$ cat src/sv/dshot_pkg.sv
// ----------------------------------------------------------------------------
// DShot transmitter package
// Shared types, constants and the frame builder for the DShot frame
// transmitter core and its sub-modules.
// ----------------------------------------------------------------------------
`timescale 1ns / 1ps
`default_nettype none

package dshot_pkg;

    // Default width of the timing registers and tick counter.
    localparam int TIMING_BITS_DEFAULT = 8;

    // Depth of the queues on either side of the frame engine.
    localparam int QUEUE_DEPTH_DEFAULT = 2;

    // Reset values of the timing registers.
    localparam int RESET_BIT_PERIOD = 27;
    localparam int RESET_ONE_HIGH   = 20;
    localparam int RESET_ZERO_HIGH  = 10;

    // Commands below this value, other than zero, request telemetry.
    localparam logic [10:0] TELEM_LIMIT = 11'd48;

    // Index of the last bit of a frame.
    localparam logic [3:0] LAST_BIT = 4'd15;

    // Width of the configuration address and data.
    localparam int CFG_ADDR_BITS = 4;
    localparam int CFG_DATA_BITS = 32;

    // Byte addresses of the timing registers.
    typedef enum logic [CFG_ADDR_BITS-1:0] {
        ADDR_BIT_PERIOD = 4'h0,
        ADDR_ONE_HIGH   = 4'h4,
        ADDR_ZERO_HIGH  = 4'h8
    } cfg_addr_t;

    // Input item kinds.
    localparam logic OP_TICK = 1'b0;
    localparam logic OP_LOAD = 1'b1;

    // Classified item passed from the front end to the frame engine.
    typedef struct packed {
        logic        is_load;
        logic [15:0] frame;
    } cmd_item_t;

    // Result item produced by the frame engine.
    typedef struct packed {
        logic        pin_level;
        logic        busy_res;
        logic        rejected;
        logic [15:0] frame_word;
    } res_item_t;

    // Build a frame: command, telemetry bit, then the XOR of the three nibbles.
    function automatic logic [15:0] build_frame(input logic [10:0] cmd);
        logic        telem;
        logic [11:0] value;
        logic [3:0]  crc;
        telem = (cmd != 11'd0) && (cmd < TELEM_LIMIT);
        value = {cmd, telem};
        crc   = value[3:0] ^ value[7:4] ^ value[11:8];
        return {value, crc};
    endfunction

endpackage

`default_nettype wire

$ cat src/sv/dshot_fifo.sv
// ----------------------------------------------------------------------------
// DShot item queue
// Small first-in first-out queue of items with full and empty flags.
// ----------------------------------------------------------------------------
`timescale 1ns / 1ps
`default_nettype none

module dshot_fifo #(
    parameter int WIDTH = 17,
    parameter int DEPTH = 2
) (
    input  wire logic             clk,
    input  wire logic             rst_n,
    input  wire logic             push,
    input  wire logic [WIDTH-1:0] wdata,
    output logic                  full,
    input  wire logic             pop,
    output logic [WIDTH-1:0]      rdata,
    output logic                  empty
);

    localparam int PTR_BITS = (DEPTH > 1) ? $clog2(DEPTH) : 1;
    localparam int CNT_BITS = $clog2(DEPTH + 1);
    localparam logic [PTR_BITS-1:0] LAST_PTR = PTR_BITS'(DEPTH - 1);
    localparam logic [CNT_BITS-1:0] FULL_CNT = CNT_BITS'(DEPTH);

    logic [WIDTH-1:0]    mem_reg [DEPTH];
    logic [PTR_BITS-1:0] wr_ptr_reg, wr_ptr_next;
    logic [PTR_BITS-1:0] rd_ptr_reg, rd_ptr_next;
    logic [CNT_BITS-1:0] count_reg, count_next;
    logic                do_push;
    logic                do_pop;

    assign full    = (count_reg == FULL_CNT);
    assign empty   = (count_reg == '0);
    assign do_push = push && !full;
    assign do_pop  = pop && !empty;
    assign rdata   = mem_reg[rd_ptr_reg];

    // Pointer and fill count update, wrapping at the queue depth.
    always_comb
    begin
        wr_ptr_next = wr_ptr_reg;
        rd_ptr_next = rd_ptr_reg;
        count_next  = count_reg;
        if (do_push)
        begin
            wr_ptr_next = (wr_ptr_reg == LAST_PTR) ? '0 : wr_ptr_reg + 1'b1;
        end
        if (do_pop)
        begin
            rd_ptr_next = (rd_ptr_reg == LAST_PTR) ? '0 : rd_ptr_reg + 1'b1;
        end
        if (do_push && !do_pop)
        begin
            count_next = count_reg + 1'b1;
        end
        else if (do_pop && !do_push)
        begin
            count_next = count_reg - 1'b1;
        end
    end

    always_ff @(posedge clk or negedge rst_n)
    begin
        if (!rst_n)
        begin
            wr_ptr_reg <= '0;
            rd_ptr_reg <= '0;
            count_reg  <= '0;
        end
        else
        begin
            wr_ptr_reg <= wr_ptr_next;
            rd_ptr_reg <= rd_ptr_next;
            count_reg  <= count_next;
        end
    end

    // Item storage needs no reset.
    always_ff @(posedge clk)
    begin
        if (do_push)
        begin
            mem_reg[wr_ptr_reg] <= wdata;
        end
    end

endmodule

`default_nettype wire

$ cat src/sv/dshot_front.sv
// ----------------------------------------------------------------------------
// DShot front end
// Accepts input items, classifies them as tick or load, builds the frame
// for loads and queues the classified item for the frame engine.
// ----------------------------------------------------------------------------
`timescale 1ns / 1ps
`default_nettype none

module dshot_front
    import dshot_pkg::*;
#(
    parameter int QUEUE_DEPTH = QUEUE_DEPTH_DEFAULT
) (
    input  wire logic        clk,
    input  wire logic        rst_n,
    input  wire logic        push,
    output logic             full,
    input  wire logic        op,
    input  wire logic [10:0] command,
    input  wire logic        q_pop,
    output cmd_item_t        q_item,
    output logic             q_empty
);

    cmd_item_t in_item;
    logic [$bits(cmd_item_t)-1:0] q_rdata;

    // Classify the item and build the frame for a load.
    always_comb
    begin
        in_item.is_load = (op == OP_LOAD);
        in_item.frame   = build_frame(command);
    end

    dshot_fifo #(
        .WIDTH ($bits(cmd_item_t)),
        .DEPTH (QUEUE_DEPTH)
    ) u_cmd_queue (
        .clk   (clk),
        .rst_n (rst_n),
        .push  (push),
        .wdata (in_item),
        .full  (full),
        .pop   (q_pop),
        .rdata (q_rdata),
        .empty (q_empty)
    );

    assign q_item = cmd_item_t'(q_rdata);

endmodule

`default_nettype wire

$ cat src/sv/dshot_back.sv
// ----------------------------------------------------------------------------
// DShot frame engine
// Carries out classified items, one per cycle while the result queue has
// room: latches frames, times the pin per tick, queues one result per item.
// ----------------------------------------------------------------------------
`timescale 1ns / 1ps
`default_nettype none

module dshot_back
    import dshot_pkg::*;
#(
    parameter int TIMING_BITS = TIMING_BITS_DEFAULT,
    parameter int QUEUE_DEPTH = QUEUE_DEPTH_DEFAULT
) (
    input  wire logic                   clk,
    input  wire logic                   rst_n,
    input  wire logic [TIMING_BITS-1:0] bit_period,
    input  wire logic [TIMING_BITS-1:0] one_high,
    input  wire logic [TIMING_BITS-1:0] zero_high,
    input  wire cmd_item_t              q_item,
    input  wire logic                   q_empty,
    output logic                        q_pop,
    input  wire logic                   pop,
    output res_item_t                   res_item,
    output logic                        empty
);

    logic [15:0]            frame_reg, frame_next;
    logic [3:0]             bit_idx_reg, bit_idx_next;
    logic [TIMING_BITS-1:0] tick_reg, tick_next;
    logic                   sending_reg, sending_next;

    logic                   res_full;
    res_item_t              res_next;
    logic [$bits(res_item_t)-1:0] res_rdata;

    logic                   cur_bit;
    logic [TIMING_BITS-1:0] high_sel;
    logic [TIMING_BITS-1:0] high_sat;
    logic [TIMING_BITS:0]   tick_inc;
    logic                   bit_end;

    // Take an item whenever the result queue has room.
    assign q_pop = !q_empty && !res_full;

    // Bit timing for the bit now on the line.
    always_comb
    begin
        cur_bit  = frame_reg[~bit_idx_reg];
        high_sel = cur_bit ? one_high : zero_high;
        high_sat = (high_sel > bit_period) ? bit_period : high_sel;
        tick_inc = {1'b0, tick_reg} + 1'b1;
        bit_end  = (tick_inc >= {1'b0, bit_period});
    end

    // State update and result for the item being carried out.
    always_comb
    begin
        frame_next   = frame_reg;
        bit_idx_next = bit_idx_reg;
        tick_next    = tick_reg;
        sending_next = sending_reg;
        res_next.pin_level = 1'b0;
        res_next.rejected  = 1'b0;
        if (q_pop)
        begin
            if (q_item.is_load)
            begin
                if (sending_reg)
                begin
                    res_next.rejected = 1'b1;
                end
                else
                begin
                    frame_next   = q_item.frame;
                    bit_idx_next = '0;
                    tick_next    = '0;
                    sending_next = 1'b1;
                end
            end
            else if (sending_reg)
            begin
                res_next.pin_level = (tick_reg < high_sat);
                if (bit_end)
                begin
                    tick_next = '0;
                    if (bit_idx_reg == LAST_BIT)
                    begin
                        bit_idx_next = '0;
                        sending_next = 1'b0;
                    end
                    else
                    begin
                        bit_idx_next = bit_idx_reg + 1'b1;
                    end
                end
                else
                begin
                    tick_next = tick_inc[TIMING_BITS-1:0];
                end
            end
        end
        res_next.busy_res   = sending_next;
        res_next.frame_word = frame_next;
    end

    always_ff @(posedge clk or negedge rst_n)
    begin
        if (!rst_n)
        begin
            frame_reg   <= '0;
            bit_idx_reg <= '0;
            tick_reg    <= '0;
            sending_reg <= 1'b0;
        end
        else
        begin
            frame_reg   <= frame_next;
            bit_idx_reg <= bit_idx_next;
            tick_reg    <= tick_next;
            sending_reg <= sending_next;
        end
    end

    // Result queue towards the consumer.
    dshot_fifo #(
        .WIDTH ($bits(res_item_t)),
        .DEPTH (QUEUE_DEPTH)
    ) u_res_queue (
        .clk   (clk),
        .rst_n (rst_n),
        .push  (q_pop),
        .wdata (res_next),
        .full  (res_full),
        .pop   (pop),
        .rdata (res_rdata),
        .empty (empty)
    );

    assign res_item = res_item_t'(res_rdata);

endmodule

`default_nettype wire

$ cat src/sv/dshot_frame_transmitter_core.sv
// ----------------------------------------------------------------------------
// DShot frame transmitter core
// Builds 16-bit DShot command frames and times the output pin per tick item.
// ----------------------------------------------------------------------------
// Each input item (a tick or a load) yields exactly one result item. The core
// takes one item every clock cycle while full is low. An item is classified
// and its frame built as it enters the input queue; the frame engine carries
// it out once it heads that queue and the output queue has room, and writes
// its result into the output queue. Both queues are QUEUE_DEPTH items
// deep, so a stalled consumer fills the output queue and then the input queue
// before full is raised. The timing registers (bit period, one and zero high
// times) sit on the APB port at byte addresses 0x0, 0x4 and 0x8 and should
// only be written while no item is in flight.
`timescale 1ns / 1ps
`default_nettype none

module dshot_frame_transmitter_core
    import dshot_pkg::*;
#(
    parameter int TIMING_BITS = TIMING_BITS_DEFAULT,
    parameter int QUEUE_DEPTH = QUEUE_DEPTH_DEFAULT
) (
    input  wire logic                     clk,
    input  wire logic                     rst_n,
    // Input queue side
    input  wire logic                     push,
    output logic                          full,
    input  wire logic                     op,
    input  wire logic [10:0]              command,
    // Result queue side
    input  wire logic                     pop,
    output logic                          empty,
    output logic                          pin_level,
    output logic                          busy_res,
    output logic                          rejected,
    output logic [15:0]                   frame_word,
    // Configuration port
    input  wire logic                     psel,
    input  wire logic                     penable,
    input  wire logic                     pwrite,
    input  wire logic [CFG_ADDR_BITS-1:0] paddr,
    input  wire logic [CFG_DATA_BITS-1:0] pwdata,
    output logic [CFG_DATA_BITS-1:0]      prdata,
    output logic                          pready
);

    logic [TIMING_BITS-1:0] bit_period_reg, bit_period_next;
    logic [TIMING_BITS-1:0] one_high_reg, one_high_next;
    logic [TIMING_BITS-1:0] zero_high_reg, zero_high_next;
    logic                   cfg_write;

    cmd_item_t              cmd_item;
    logic                   cmd_empty;
    logic                   cmd_pop;
    res_item_t              res_item;

    // Configuration registers.
    assign pready    = 1'b1;
    assign cfg_write = psel && penable && pwrite && pready;

    always_comb
    begin
        bit_period_next = bit_period_reg;
        one_high_next   = one_high_reg;
        zero_high_next  = zero_high_reg;
        if (cfg_write)
        begin
            unique case (paddr)
                ADDR_BIT_PERIOD: bit_period_next = pwdata[TIMING_BITS-1:0];
                ADDR_ONE_HIGH:   one_high_next   = pwdata[TIMING_BITS-1:0];
                ADDR_ZERO_HIGH:  zero_high_next  = pwdata[TIMING_BITS-1:0];
                default:         ;
            endcase
        end
    end

    always_ff @(posedge clk or negedge rst_n)
    begin
        if (!rst_n)
        begin
            bit_period_reg <= TIMING_BITS'(RESET_BIT_PERIOD);
            one_high_reg   <= TIMING_BITS'(RESET_ONE_HIGH);
            zero_high_reg  <= TIMING_BITS'(RESET_ZERO_HIGH);
        end
        else
        begin
            bit_period_reg <= bit_period_next;
            one_high_reg   <= one_high_next;
            zero_high_reg  <= zero_high_next;
        end
    end

    // Register read-back.
    always_comb
    begin
        unique case (paddr)
            ADDR_BIT_PERIOD: prdata = CFG_DATA_BITS'(bit_period_reg);
            ADDR_ONE_HIGH:   prdata = CFG_DATA_BITS'(one_high_reg);
            ADDR_ZERO_HIGH:  prdata = CFG_DATA_BITS'(zero_high_reg);
            default:         prdata = '0;
        endcase
    end

    // Front end: accept and classify.
    dshot_front #(
        .QUEUE_DEPTH (QUEUE_DEPTH)
    ) u_front (
        .clk     (clk),
        .rst_n   (rst_n),
        .push    (push),
        .full    (full),
        .op      (op),
        .command (command),
        .q_pop   (cmd_pop),
        .q_item  (cmd_item),
        .q_empty (cmd_empty)
    );

    // Frame engine and result queue.
    dshot_back #(
        .TIMING_BITS (TIMING_BITS),
        .QUEUE_DEPTH (QUEUE_DEPTH)
    ) u_back (
        .clk        (clk),
        .rst_n      (rst_n),
        .bit_period (bit_period_reg),
        .one_high   (one_high_reg),
        .zero_high  (zero_high_reg),
        .q_item     (cmd_item),
        .q_empty    (cmd_empty),
        .q_pop      (cmd_pop),
        .pop        (pop),
        .res_item   (res_item),
        .empty      (empty)
    );

    assign pin_level  = res_item.pin_level;
    assign busy_res   = res_item.busy_res;
    assign rejected   = res_item.rejected;
    assign frame_word = res_item.frame_word;

    // The engine never takes an item from an empty input queue.
    a_no_pop_empty: assert property (@(posedge clk) disable iff (!rst_n)
        !(cmd_pop && cmd_empty))
        else $error("frame engine took an item from an empty queue");

    // A rejected load leaves the frame in progress, so busy must be set.
    a_reject_busy: assert property (@(posedge clk) disable iff (!rst_n)
        (!empty && rejected) |-> busy_res)
        else $error("rejected load reported while idle");

    // A rejected load never appears with the pin driven high.
    a_reject_pin_low: assert property (@(posedge clk) disable iff (!rst_n)
        (!empty && rejected) |-> !pin_level)
        else $error("pin driven high on a load item");

endmodule

`default_nettype wire

$ cat config.mk
export PLATFORM = sky130hd
export DESIGN_NAME = dshot_frame_transmitter_core
export DESIGN_NICKNAME = d
export VERILOG_FILES = /design/src/sv/dshot_pkg.sv /design/src/sv/dshot_fifo.sv /design/src/sv/dshot_front.sv /design/src/sv/dshot_back.sv /design/src/sv/dshot_frame_transmitter_core.sv
export SDC_FILE = /design/constraint.sdc
export NUM_CORES = 1
export LEC_CHECK = 0
export BUFFER_PORTS_ARGS = -buffer_cell sky130_fd_sc_hd__buf_4
export CAP_MARGIN = 20
export CORE_MARGIN = 3
export CORE_UTILIZATION = 35
export CTS_CLUSTER_SIZE = 10
export DETAILED_ROUTE_END_ITERATION = 8
export PLACE_DENSITY = 0.57
export SLEW_MARGIN = 15
export SYNTH_ARGS = -nofsm -noshare
export SYNTH_HDL_FRONTEND = slang
export SYNTH_SLANG_ARGS = --single-unit
export TNS_END_PERCENT = 50
$ cat constraint.sdc
create_clock -name clk -period 7.24 [get_ports clk]
set_input_delay 0.724 -clock clk [delete_from_list [all_inputs] [get_ports clk]]
set_output_delay 0.724 -clock clk [all_outputs]
set_load 0.05 [all_outputs]
### Word level (Yosys, flattened, before mapping)

Memories as Yosys holds them, arrays and structs flattened.
Index checks and enable logic that the tools add are counted.

* add/subtract/negate cells: 10
* $lt $le $gt $ge: 5
* equality and inequality tests: 6
* mux-type cells: 40
* bitwise logic cells: 3
* reductions and logical operators: 33

Operators by type and width (count)
* 16-bit 2-to-1 mux: 3
* 8-bit 2-to-1 mux: 6
* 8-bit case mux with 3 select lines: 1
* 1-bit 2-to-1 mux: 20
* 4-bit 2-to-1 mux: 5
* 1-bit logical AND: 12
* 11-bit by 6-bit less-than comparator with 1-bit output, second input constant: 1
* 11-bit nonzero test: 1
* 8-bit by 1-bit adder with 9-bit output, second input constant: 1
* 9-bit by 8-bit >= comparator with 1-bit output: 1
* 4-bit == test, second input constant: 2
* 8-bit > comparator: 1
* 1-bit zero test: 8
* 8-bit less-than comparator: 1
* 2-bit 2-to-1 mux: 4
* 2-bit nonzero test: 4
* 4-bit bitwise XOR: 2
* 2-bit AND reduction: 3
* 4-bit by 5-bit less-than comparator with 1-bit output, second input constant: 1
* 1-bit adder, second input constant: 4
* 2-bit by 1-bit adder with 2-bit output, second input constant: 2
* 4-bit by 1-bit adder with 4-bit output, second input constant: 1
* 1-bit binary-select mux with 4-bit select: 1
* 2-bit == test, second input constant: 2
* 8 further kinds: 10

* flip-flop bits (word level): 61
* RAM bits: 72
* output and inout port bits: 54
* word-level logic and storage cells: 112
* memories kept: 2

Memories
* u_back.u_res_queue.mem_reg: words 2, width 19, read ports 1, clocked after Yosys merged registers in 0, write ports 1, line dshot_fifo.sv:27 `logic [WIDTH-1:0] mem_reg [DEPTH];`
* u_front.u_cmd_queue.mem_reg: words 2, width 17, read ports 1, clocked after Yosys merged registers in 0, write ports 1, line dshot_fifo.sv:27

### Longest topological paths before layout

* word-level depth: 10
* gate-level depth with buffers: 19

### Hierarchy

A second synthesis with hierarchy kept.

* cells, all modules: 483
* area, all modules: 6851.6 µm²

Modules (own cells, without submodules)
* dshot_back: instances 1, cells an instance 217, area each 2313.5 µm², sequential area each 725.7 µm²
* dshot_fifo (u_back.u_res_queue): instances 1, cells an instance 78, area each 1566.5 µm², sequential area each 1241.2 µm²
* dshot_fifo (u_front.u_cmd_queue): instances 1, cells an instance 72, area each 1473.9 µm², sequential area each 1121.1 µm²
* dshot_frame_transmitter_core: instances 1, cells an instance 100, area each 1375.1 µm², sequential area each 610.6 µm²
* dshot_front: instances 1, cells an instance 16, area each 122.6 µm², sequential area each 0.0 µm²

### Worst setup path after synthesis

Ideal clock, no wire load.

* kind: flip-flop to flip-flop
* start: reg u_back.bit_idx_reg[0]
* end: mem u_back.u_res_queue.mem_reg[0][18] (netlist name), data pin
* library setup time: 167 ps
* data arrival time: 4130 ps
* setup slack: 2942 ps
* stages on the path, launching flop included: 18
* clock period less this slack: 4298 ps
* cell sequence: dfrtp_1 > buf_6 > mux4_2 > a22oi_2 > nand2_4 > mux2_4 > ha_1 > nor2b_1 > o211ai_1 > a211oi_1 > nor2_1 > mux2i_1 > ha_1 > a21o_1 > a21oi_1 > o221ai_2 > and3_1 > a211oi_2

RTL lines
* start, declared: line dshot_back.sv:29 `logic [3:0] bit_idx_reg, bit_idx_next;`
* start signal, assigned: line dshot_back.sv:119 `bit_idx_reg <= bit_idx_next;`
* end, declared: line dshot_fifo.sv:27

==> metrics.md <==
| Metric | Value |
|---|---|
| Outcome | `finished, final reports clean` |
| Number of global-route vias before repair | `4,161` |
| Worst-path fanout max | `11` |
| Placed standard-cell area | `0.007193 sq mm` |
| Routed Wire Length | `13,390 um` |
| Clock share of power | `0.247` |
| Number of rows created at floorplan | `49` |
| Number of failing hold endpoints at the final stage | `0` |
| Wirelength per Cell | `16.28 um` |
| First-pass GRT wire length | `21,740 um` |
| Share of flip-flops with an asynchronous set or reset | `0.4586` |
| Kind of capture point of the worst setup path | `register` |
| Distinct cell type count after synthesis | `55` |
| GRT Overall Usage | `0.1366` |
| Buffer count from post-CTS setup fixing | `0` |
| Place WS | `2.023 ns` |
| Number of H-tree branching levels | `4` |
| Mean instance size in the synthesized netlist | `12.84 sq um` |
| Number of flops mapped to enable cells by yosys | `72` |
| Final worst-path cycle share | `0.7287` |
| Number of hold buffers added after CTS | `0` |
| Clock latency of the later-clocked register in the worst-skew pair | `0.43 ns` |
| Post-route cell area | `0.007776 sq mm` |
| DR DRC count | `0` |
| Number of CTS-inserted buffers | `17` |
| RSZ-0062 raised after global routing | `no` |
| Router iterations before antenna repair | `4` |
| Slowest library cell on the worst path | `sky130_fd_sc_hd__dfrtp_1` |
| Class of the most critical setup path | `register to register` |
| Number of nets in the final layout | `664` |
| Number of flip-flops under the largest register name | `38` |
| CP Data Required Time | `7.42 ns` |
| Most common library cells after synthesis | `sky130_fd_sc_hd__edfxtp_1, sky130_fd_sc_hd__dfrtp_1, sky130_fd_sc_hd__nand2_1` |
| Total of endpoints with negative setup slack in the final report | `0` |
| Port Buf Inserts | `59` |
| Clock buffer depth | `2` |
| Count of yosys warnings during synthesis | `0` |
| Class of the tightest hold or removal check | `primary input to asynchronous set/reset pin` |
| Fill cell count | `1,679` |
| Largest area contributor in the netlist | `sky130_fd_sc_hd__edfxtp_1` |
| Total of cells resized after clock tree synthesis | `0` |
| Slew of the pin with the lowest slew margin | `1.063 ns` |
| Reported max-cap violation count | `0` |
| Global placement routability congestion | `0.8205` |
| Vertical die dimension | `143.4 um` |
| Crit path cell chain | `mux4_2, a22oi_2, nand2_4, mux2_4, ha_1, nand4_1, nor2_1, a21oi_1, nor2_1, mux2i_1, ha_1, nand2b_1, a2111oi_4, o221ai_2, and3_1, a211oi_2` |
| Placeable Area | `0.01827 sq mm` |
| Area grow syn2layout | `17.64%` |
| Final Max Slew Viols | `0` |
| Library cell used as clock root buffer | `sky130_fd_sc_hd__clkbuf_16` |
| Fraction of synthesized cell area taken by the top area cell type | `0.3271` |
| Largest net degree at the start of global routing | `62` |
| Sequential fraction of the synthesis area | `0.5595` |
| Switching share of power | `0.3911` |
| Clock tree from TritonCTS | `built` |
| Clock period minus worst slack | `5.276 ns` |
| Antenna viol nets, final | `0` |
| Starting density of the core | `0.3618` |
| Grt total ovfl | `0` |
| Most used flip-flop cell after synthesis | `sky130_fd_sc_hd__edfxtp_1` |
| Share of power burned in combinational logic | `0.377` |
| Clock-pin transition on the worst setup and hold timing paths | `0.07 ns` |
| Cell type group with the largest total delay on the critical path | `simple AND/OR/NAND/NOR gates` |
| Cell area after technology mapping | `0.006610 sq mm` |
| Pint | `2096 uW` |
| Horizontal die dimension | `143.4 um` |
| Top area cells in the synthesized netlist | `sky130_fd_sc_hd__edfxtp_1, sky130_fd_sc_hd__dfrtp_1, sky130_fd_sc_hd__mux2_2, sky130_fd_sc_hd__ha_1, sky130_fd_sc_hd__mux2i_1` |
| Buffers & Inverters on Critical Path | `0` |
| Data arrival, critical path | `5.46 ns` |
| Leak pwr | `0.003370 uW` |
| Share of post-route cells with drive strength above 1 | `0.2732` |
| Number of antenna repair diodes | `0` |
| Type of element launching the critical path | `register` |
| Total Neg Setup Slack | `0 ns` |
| Most used standard cell by instance count after synthesis | `sky130_fd_sc_hd__edfxtp_1` |
| First-iteration detailed-routing DRC count | `186` |
| Initial antenna violation count | `0` |
| Total via count in the routed design | `4,027` |
| Least setup slack across all paths after layout | `1.964 ns` |
| IO Count | `109` |
| Worst vdd rail ir drop | `0.1910 mV` |
| Final total power | `3441 uW` |
| Max stage delay on crit path | `0.64 ns` |
| Total net switching power | `1346 uW` |
| FMAX | `189.5 MHz` |
| Total half-perimeter wirelength after legalization and detailed placement | `9566 um` |
| Num Clock Sinks | `133` |
| Largest clock skew in the final design | `0.01467 ns` |
| Number of storage elements in the synthesis netlist | `133` |
| Sequential fraction of design power | `0.377` |
| Routed via count divided by cell count | `4.899` |
| Normalized max-slew margin | `0.2911` |
| Area of the die | `0.02057 sq mm` |
| Count of mapped cells out of synthesis | `515` |
| Pwr per Cell Area | `442.6 mW/mm^2` |
power by group through the flow:
stage | Clock, uW | Sequential, uW | Combinational, uW
2_1_floorplan | 0 | 1220 | 1020
3_3_place_gp | 0 | 1300 | 1270
3_5_place_dp | 0 | 1310 | 1300
4_1_cts | 870 | 1300 | 1310
5_1_grt | 900 | 1330 | 1400
6_report | 849 | 1300 | 1300
layout make-up:
type,count,area [sq um],area share
clock buffers,17,425.4,0.05471
clock inverters,15,157.7,0.02027
inverters,18,67.56,0.008689
multi-input cells,348,2675,0.3440
flip-flops and latches,133,3699,0.4756
well taps,229,286.5,0.03685
repair buffers,62,465.4,0.05986
per-layer routing:
| metal | routed length (um) | up-vias | share of wire | global-route usage |
|---|---|---|---|---|
| li1 | - | 1959 | - | - |
| met1 | 6665 | 1968 | 0.50 | 0.1926 |
| met2 | 6050 | 88 | 0.45 | 0.2048 |
| met3 | 526 | 12 | 0.039 | 0.03860 |
| met4 | 145 | 0 | 0.011 | 0.04361 |
| met5 | 0 | - | 0 | 0 |
logic make-up after synthesis:
kind of cell / after synthesis / synth area share
flops: 133 / 0.5595
simple gates: 115 / 0.08669
compound gates: 78 / 0.08177
mux: 77 / 0.1346
buf+inv: 57 / 0.04959
fa+ha+maj: 29 / 0.05489
xor+xnor: 24 / 0.03180
other cells: 2 / 0.001136
stage by stage:
step	hold slack (ns)	util	cells
floorplan	0.4284	-	538
global placement	0.4754	0.3937	790
detailed placement	0.4802	0.3937	790
CTS	0.4111	0.4256	822
global route	0.4434	0.4256	822
finish	0.3786	0.4256	822
final timing paths:
check | startpoint | to | slack (ns) | cells past startpoint
max | u_back.bit_idx_reg[0] | u_back.u_res_queue.mem_reg[1][18] | 1.96 | 16
min | rst_n | zero_high_reg[6] | 0.38 | 1
max reg2reg | u_back.bit_idx_reg[0] | u_back.u_res_queue.mem_reg[1][18] | 1.96 | 16
min reg2reg | u_back.u_res_queue.wr_ptr_reg | u_back.u_res_queue.wr_ptr_reg | 0.50 | 1
max in group asynchronous | rst_n | u_back.frame_reg[9] | 6.31 | 1
min in group clk | u_back.u_res_queue.wr_ptr_reg | u_back.u_res_queue.wr_ptr_reg | 0.50 | 1
cell usage in the layout, fill, tap and decap left out, drive strengths merged, types with 3 or more instances in the layout:
master and n:
nand3 9, inv 28, edfxtp 72, conb 25
a21oi 22, nand2b 4, a21o 6, nor2 31
nand4 4, and3 7, buf 62, xnor2 19
mux2i 31, and2 5, dfrtp 53, nor3 5
o21ai 19, a22o 5, nand2 40, xor2 5
nor2b 3, and4 3, mux2 44, dfstp 8
ha 29, a22oi 9, clkbuf 17
No activity file was read; power rests on OpenSTA's default activity.
